[src/hw/rtl/kpu_mix.sv]
`timescale 1ns / 1ps
// ----------------------------------------------------------------------------
// kpu_mix
// Rounds two products to the fixed-point grid, adds or subtracts them exactly
// and saturates the sum to the data width.
// ----------------------------------------------------------------------------
module kpu_mix #(
   parameter int DATA_WIDTH = 32,
   parameter int FRAC_BITS  = 30
) (
   input  logic signed [2*DATA_WIDTH-1:0] prod_a,
   input  logic signed [2*DATA_WIDTH-1:0] prod_b,
   input  logic                           sub,
   output logic signed [DATA_WIDTH-1:0]   result,
   output logic                           sat
);

   localparam int PW = 2 * DATA_WIDTH;
   localparam int XW = (PW > FRAC_BITS) ? PW : FRAC_BITS + 1;
   localparam int RW = XW - FRAC_BITS;
   localparam int SW = (RW + 1 > DATA_WIDTH) ? RW + 1 : DATA_WIDTH + 1;
   localparam logic signed [XW-1:0] HALF = XW'(1'b1) << (FRAC_BITS - 1);
   localparam logic [DATA_WIDTH-1:0] MAX_VAL = {1'b0, {(DATA_WIDTH-1){1'b1}}};
   localparam logic [DATA_WIDTH-1:0] MIN_VAL = {1'b1, {(DATA_WIDTH-1){1'b0}}};

   logic signed [XW-1:0]      bias_a;
   logic signed [XW-1:0]      bias_b;
   logic signed [XW-1:0]      shf_a;
   logic signed [XW-1:0]      shf_b;
   logic signed [RW-1:0]      rnd_a;
   logic signed [RW-1:0]      rnd_b;
   logic signed [SW-1:0]      sum;
   logic [SW-DATA_WIDTH:0]    top_bits;

   // Ties round toward plus infinity.
   assign bias_a = XW'(prod_a) + HALF;
   assign bias_b = XW'(prod_b) + HALF;
   assign shf_a  = bias_a >>> FRAC_BITS;
   assign shf_b  = bias_b >>> FRAC_BITS;
   assign rnd_a  = $signed(shf_a[RW-1:0]);
   assign rnd_b  = $signed(shf_b[RW-1:0]);

   assign sum = sub ? (SW'(rnd_a) - SW'(rnd_b)) : (SW'(rnd_a) + SW'(rnd_b));

   assign top_bits = sum[SW-1:DATA_WIDTH-1];
   assign sat      = !((&top_bits) || !(|top_bits));

   always_comb begin
      if (!sat) begin
         result = sum[DATA_WIDTH-1:0];
      end else if (sum[SW-1]) begin
         result = MIN_VAL;
      end else begin
         result = MAX_VAL;
      end
   end

endmodule

[config.mk]
export PLATFORM = sky130hd
export DESIGN_NAME = kpu_mix
export DESIGN_NICKNAME = d
export VERILOG_FILES = /design/src/hw/rtl/kpu_mix.sv
export SDC_FILE = /design/constraint.sdc
export NUM_CORES = 1
export LEC_CHECK = 0
export BUFFER_PORTS_ARGS = -buffer_cell sky130_fd_sc_hd__buf_2
export CORE_AREA = 5 5 108 131
export DETAILED_ROUTE_END_ITERATION = 8
export DIE_AREA = 0 0 113 136
export GPL_ROUTABILITY_DRIVEN = 0
export GPL_TIMING_DRIVEN = 1
export PLACE_DENSITY = 0.61
export SLEW_MARGIN = 20
export SYNTH_ARGS = -nofsm -noshare
export SYNTH_HDL_FRONTEND = slang
export SYNTH_SLANG_ARGS = --single-unit
[constraint.sdc]
create_clock -name vclk -period 8.72
set_input_delay 0.872 -clock vclk [all_inputs]
set_output_delay 0.872 -clock vclk [all_outputs]
set_load 0.1 [all_outputs]
==> out/metrics.cfg, run 1 <==
[run_status]
status = complete, no violations

[global_routing]
gr-usage-all-layers = 0.181
grt_antenna_before_repair = 2
grt_pass1_vias = 4952
overflow = 0
grt_pass1_wl_mm = 23.8
grt_max_degree = 36

[final_layout]
layout_commonest_cell = buf_2
layout_common_cells = buf_2 (104), xnor2_1 (78), nand2_1 (55)
instances_no_fill = 966
nFlopsAndLatches = 0
synthToLayoutAreaGrowth_pct = 11.9
nClkBuffers = 0
final_nets = 966
drive_above_1_share = 0.201
regArea_um2 = 0
final_area_um2 = 5580

[sta]
hold_viol_final = 0
setup_viol = 0
fmax_mhz = 125
tightest_slew_ns = 0.653
timing.final.crit_share = 0.918
fin_setup_tns_ns = 0
rsz0062_at_grt = no
maxSlewViolCount = 0
finalCriticalPeriod_ns = 8.01
slew_headroom = 0.562

[place]
place_area_um2 = 5560
dp_hpwl_mm = 12.5
port_buffers = 104
dp_cells = 964

[detailed_routing]
viasPerCell = 5.51
drt_iter0_drc = 253
drt-total-wl_mm = 14.6
ant_nets = 0
first_pass_iters = 4
num_vias = 5323
wire_per_inst_um = 15.1
drcViolationCount = 0

[yosys]
ys_warn_count = 0
syn_nets = 889
ys_types = 73
syn_inst = 721
avgSynthCellArea_um2 = 6.91
synth-seq-area-share = 0
synth_area_um2 = 4980

[power_and_ir_drop]
p_leak_nw = 2.33
p_total_mw = 1.14
ir_drop_mv = 0.252
p_per_area_nw_per_um2 = 204

[setup_path]
crit_top_cell = o21ai_0
crit_path_end_kind = output port
worstSetupPathType = input port to output port
crit_start = prod_b[30]
start_kind = input port
cp.arrival_ns = 7.13
critPathMaxFanout = 18
cp_slowest_cell = o21ai_0
cp_slowest_stage_delay_ns = 0.46
cp_data_required_time_ns = 7.85

[floorplan]
fp.dieH_um = 136
die_x_um = 113
coreArea_um2 = 12800
dieArea_um2 = 15400
start_util = 0.388
num_rows = 46
io_pins = 162

[flow_run]
drv_cap = 0

[min_path]
holdCritStartpoint = prod_a[31]
hp-class = input port to output port

[clock_network]
holdBufCountCts = 0
cts_setup_buffers = 0

[cell usage after synthesis, drive strengths merged, types with 6 or more instances]
master,count,area share
xnor2,78,0.14
o21ai,56,0.066
nand2,55,0.041
a21oi,54,0.059
nor2,54,0.041
xor2,51,0.091
nand3,39,0.039
ha,38,0.095
a21o,26,0.039
nand4,25,0.034
buf,23,0.034
and3,20,0.025
nor3,17,0.017
inv,14,0.011
clkbuf,13,0.0098
and4,12,0.023
nand2b,12,0.015
and2,11,0.014
nor4,10,0.016
a31oi,9,0.014
a211oi,8,0.012
o21a,8,0.012
nor2b,7,0.0088
or2,7,0.0088
o211ai,6,0.010
o21bai,6,0.0090
[worst max-delay path: cells and delay by family]
family                   cells  cell delay (ns)
adder cells (fa/ha/maj)      2             0.74
buffers and inverters        3             0.86
AO/OA/AOI/OAI                9             2.03
AND/OR/NAND/NOR              8             2.00
multiplexers                 1             0.19
XOR/XNOR                     2             0.43
[path summary, 6_finish.rpt]
| path | endpoint | slack, ns | depth (start not counted) |
|---|---|---|---|
| max | result[12] | 0.71 | 25 |
| min | result[1] | 2.57 | 6 |
[report_power, final]
group	switching, mW	internal [mW]	total [mW]
clock network	0	0.0000000307	0.0000000307
registers	0	0	0
logic	0.885	0.254	1.14
[routing by layer]
layer  share of wire  wire length (um)  up-vias  global-route usage
met2            0.49              7120       88               0.327
li1                -                 -     2811                   -
met3           0.032               468        8             0.00890
met1            0.47              6830     2416               0.244
met5               0                 0        -                   0
met4           0.011               163        0              0.0220
[layout make-up]
class / count / area [um2]
fill: 1372 / 7250
multi-input combinational: 670 / 4720
timing repair buffer: 111 / 586
tap: 168 / 210
inverter: 15 / 56.3
antenna: 2 / 5.00
[repair_timing]
item                                    4_1_cts  5_1_grt
hold endpoints to repair                      0        0
endpoints found under the setup margin        0       13
resized for setup                             0        2
[metrics by stage]
| stage | utilization | hold slack, ns | setup slack (ns) |
|---|---|---|---|
| global placement | 0.434 | 2.57 | 0.697 |
| CTS | 0.434 | 2.58 | 0.642 |
| detailed placement | 0.434 | 2.58 | 0.666 |
| global route | 0.435 | 2.64 | 0.0319 |
| finish | 0.435 | 2.57 | 0.714 |
| floorplan | - | 2.35 | 0.423 |
[kinds of logic after synthesis]
group / synth area share
AO/OA/AOI/OAI: 0.286
XOR/XNOR: 0.228
adder cells (fa/ha/maj): 0.0994
buffers and inverters: 0.0547
multiplexers: 0.0146
AND/OR/NAND/NOR: 0.317
(Power assumes the default switching activity.)
==> run 2, diff against run 1 <==
Settings changed: REMOVE_ABC_BUFFERS set to 1.
==> out/metrics.cfg, run 2 (same netlist as run 1, synthesis figures left out) <==
[detailed_routing]
drcViolationCount = 0
wire_per_inst_um = 15.2
first_pass_iters = 6
num_vias = 5363
drt_iter0_drc = 187
drt-total-wl_mm = 14.7
ant_nets = 0
viasPerCell = 5.54

[setup_path]
worstSetupPathType = input port to output port
start_kind = input port
cp_slowest_cell = nor4_1
cp_data_required_time_ns = 7.85
cp_slowest_stage_delay_ns = 0.56
crit_buf_inv = 3
cp.arrival_ns = 7.07
critPathMaxFanout = 14
path_delay_family = simple AND/OR/NAND/NOR gates
crit_path_end_kind = output port
crit_top_cell = o21ai_0

[sta]
fin_setup_tns_ns = 0
tightest_slew_ns = 0.874
fmax_mhz = 126
rsz0062_at_grt = no
setup_viol = 0
finalCriticalPeriod_ns = 7.94
slew_headroom = 0.417
layout_setup_ws_ns = 0.777
maxSlewViolCount = 0
hold_viol_final = 0
timing.final.crit_share = 0.911

[flow_run]
drv_cap = 0

[power_and_ir_drop]
p_per_area_nw_per_um2 = 204
pwr-share-seq = 0
swShare = 0.777
p_leak_nw = 2.34
ir_drop_mv = 0.228
p_sw_uw = 887
clkPwrFrac = 0
cell_internal_pwr_uw = 254
p_total_mw = 1.14
combPwrFrac = 1.000

[final_layout]
layout_commonest_cell = buf_2
nClkBuffers = 0
layout_common_cells = buf_2 (104), xnor2_1 (78), nand2_1 (55)
nFillCells = 1393
instances_no_fill = 968
final_nets = 969
synthToLayoutAreaGrowth_pct = 12.1
fin_util = 0.435
drive_above_1_share = 0.202
nFlopsAndLatches = 0
regArea_um2 = 0

[place]
dp_slack_ns = 0.612
port_buffers = 104
dp_hpwl_mm = 12.6
dp_cells = 967

[floorplan]
dieArea_um2 = 15400
fp.dieH_um = 136
io_pins = 162
coreArea_um2 = 12800
num_rows = 46
start_util = 0.388
die_x_um = 113

[global_routing]
grt_antenna_before_repair = 1
use_met2 = 0.337
grt_use_met3 = 0.0107
grt_pass1_wl_mm = 24.2
use_met1 = 0.248
grt_max_degree = 36
gr-usage-all-layers = 0.184
grt_pass1_vias = 4979
busiest_layer = met2
overflow = 0

[run_status]
status = complete, no violations

[min_path]
hp-class = input port to output port

[clock_network]
cts_setup_buffers = 0

run 2: changes by cell type in the layout (fill, tap and decap cells not counted):
cell	previous run	this run
nor3_2	1	0
buf_4	6	9
nor4_2	4	3
o21ai_0	38	37
nor4_1	6	7
nor3_1	16	17
o21ai_1	5	6
diode_2	2	1
run 2: worst paths after layout:
path,slack (ns),to,cells past startpoint,startpoint
hold / removal,2.57,result[1],6,prod_a[31]
setup / recovery,0.78,result[12],25,prod_b[30]
run 2: through the flow:
step,instance area [um2],hold WS (ns)
global placement,5590,2.57
detailed placement,5590,2.58
CTS,5590,2.58
floorplan,4770,2.35
finish,5590,2.57
global route,5590,2.61
run 2: final cells by class:
class                           count  area [um2]  share of cell area
Tap cell                          168         210              0.0376
Multi-Input combinational cell    670        4710               0.843
Inverter                           15        56.3              0.0101
Timing Repair Buffer              114         608               0.109
Antenna cell                        1        2.50            0.000448
run 2: repair_timing:
action	CTS	global route
hold buffers	0	0
resized for setup	0	1
setup endpoints to repair	0	14
run 2: power groups by stage:
stage / registers, mW / logic [mW] / clock network [mW]
finish: 0 / 1.14 / 0.0000000153
global route: 0 / 1.21 / 0.0000000153
CTS: 0 / 1.15 / 0
detailed placement: 0 / 1.15 / 0
global placement: 0 / 1.14 / 0
floorplan: 0 / 0.935 / 0
run 2: metal layers:
layer | part of all wire | vias to the layer above
met5 | 0 | -
met3 | 0.035 | 4
met1 | 0.46 | 2428
met2 | 0.50 | 110
li1 | - | 2821
met4 | 0.0052 | 0
==> run 3, diff against run 2 <==
Settings changed: ABC_AREA set to 1, CORE_AREA 5 5 108 131 to 5 5 111 134, DIE_AREA 0 0 113 136 to 0 0 116 139, PLACE_DENSITY 0.61 to 0.6, SLEW_MARGIN 20 to 5.
==> out/metrics.cfg, run 3 <==
[run_status]
status = complete, no violations

[floorplan]
num_rows = 47
io_pins = 162
die_x_um = 116
fp.dieH_um = 139
coreArea_um2 = 13500
start_util = 0.387
dieArea_um2 = 16100

[detailed_routing]
drcViolationCount = 0
drt-total-wl_mm = 15.4
drt_iter0_drc = 187
viasPerCell = 4.82
ant_nets = 0
first_pass_iters = 4
wire_per_inst_um = 12.6
num_vias = 5893

[yosys]
synth_area_um2 = 5230
synth-seq-area-share = 0
syn_inst = 960
ys_warn_count = 0
yosys-top-cells-area = nand2_1 (20%), xor2_1 (10%), nor2_1 (10%), ha_1 (9.1%), inv_1 (8.4%)
synth_top_area_cell = nand2_1
yosysTopAreaCellShare = 0.205
synth_common_cells = nand2_1 (285), nor2_1 (143), inv_1 (117), xor2_1 (62), a21oi_1 (47)
ys_types = 35
avgSynthCellArea_um2 = 5.45
synth.most_common_cell = nand2_1

[setup_path]
path_delay_family = simple AND/OR/NAND/NOR gates
cp.arrival_ns = 6.55
crit_buf_inv = 8
worstSetupPathType = input port to output port
cp_slowest_cell = buf_2
critPathMaxFanout = 32
start_kind = input port
cp_slowest_stage_delay_ns = 0.42
crit_top_cell = nand2_1
crit_path_end_kind = output port
cp_data_required_time_ns = 7.85

[power_and_ir_drop]
swShare = 0.799
p_sw_uw = 869
clkPwrFrac = 0
p_per_area_nw_per_um2 = 186
cell_internal_pwr_uw = 219
ir_drop_mv = 0.194
p_total_mw = 1.09
pwr-share-seq = 0
combPwrFrac = 1.000
p_leak_nw = 2.90

[final_layout]
nClkBuffers = 0
diodes = 0
final_nets = 1221
drive_above_1_share = 0.173
layout_common_cells = nand2_1 (285), nor2_1 (143), inv_1 (117)
synthToLayoutAreaGrowth_pct = 12.1
nFlopsAndLatches = 0
regArea_um2 = 0
layout_commonest_cell = nand2_1

[sta]
timing.final.crit_share = 0.851
fin_setup_tns_ns = 0
fmax_mhz = 135
setup_viol = 0
slew_headroom = 0.464
rsz0062_at_grt = no
maxSlewViolCount = 0
hold_viol_final = 0
finalCriticalPeriod_ns = 7.42
tightest_slew_ns = 0.797

[clock_network]
cts_setup_buffers = 0
holdBufCountCts = 0
post_cts_resized = 0

[place]
port_buffers = 104
dp_hpwl_mm = 14.0

[global_routing]
grt_pass1_wl_mm = 25.2
grt_antenna_before_repair = 2
gr-usage-all-layers = 0.185
overflow = 0
grt_max_degree = 33
grt_pass1_vias = 5587

[min_path]
hp-class = input port to output port

[flow_run]
drv_cap = 0

==> run 3: cell types whose count changed after synthesis, sizes merged, moves of 11 or more <==
cell | before | now
buf | 23 | 10
and4 | 12 | 0
a21o | 26 | 3
xor2 | 51 | 62
nand2 | 55 | 302
nand2b | 12 | 0
nand3 | 39 | 70
and2 | 11 | 0
and3 | 20 | 2
xnor2 | 78 | 31
o21ai | 56 | 34
nor2 | 54 | 160
inv | 14 | 122
==> run 3: logic make-up after synthesis <==
kind of cell / synth area share
buffers and inverters: 0.111
adder cells (fa/ha/maj): 0.0948
AND/OR/NAND/NOR: 0.516
AO/OA/AOI/OAI: 0.123
XOR/XNOR: 0.156
==> run 3: power by group through the flow <==
stage / sequential, mW / clock (mW) / combinational, mW
2_1_floorplan: 0 / 0 / 0.906
3_3_place_gp: 0 / 0 / 1.09
3_5_place_dp: 0 / 0 / 1.09
4_1_cts: 0 / 0 / 1.10
5_1_grt: 0 / 0 / 1.17
6_report: 0 / 0 / 1.09
==> run 3: routing by layer <==
layer	wire, um	GRT usage
met1	6800	0.230
met2	7620	0.343
met3	582	0.0122
met4	329	0.0391
met5	23	0
==> run 3: final timing paths <==
| check | from | to | slack (ns) | depth (start not counted) |
|---|---|---|---|---|
| hold / removal | prod_b[30] | result[0] | 2.62 | 7 |
| setup / recovery | prod_b[30] | result[1] | 1.30 | 32 |
==> run 3: cell type report <==
| class | count | area (um2) |
|---|---|---|
| Fill cell | 1619 | 7670 |
| Timing Repair Buffer | 105 | 528 |
| Tap cell | 171 | 214 |
| Inverter | 122 | 458 |
| Multi-Input combinational cell | 824 | 4660 |
==> run 3: tightest hold or removal path, stage by stage <==
cell and delay (ns):
buf_2 0.11, ha_1 0.19, ha_1 0.15, inv_1 0.03
nand3_1 0.06, nand2_1 0.04, buf_2 0.28
==> run 3: metrics by stage <==
step	setup WS, ns	instance area [um2]	instances	hold WS [ns]	utilization
3_5_place_dp	1.33	5860	1222	2.62	0.433
2_1_floorplan	1.87	5110	946	2.47	-
5_1_grt	0.838	5860	1222	2.68	0.433
6_report	1.30	5860	1222	2.62	0.433
4_1_cts	1.32	5860	1222	2.62	0.433
3_3_place_gp	1.39	5860	1222	2.59	0.433
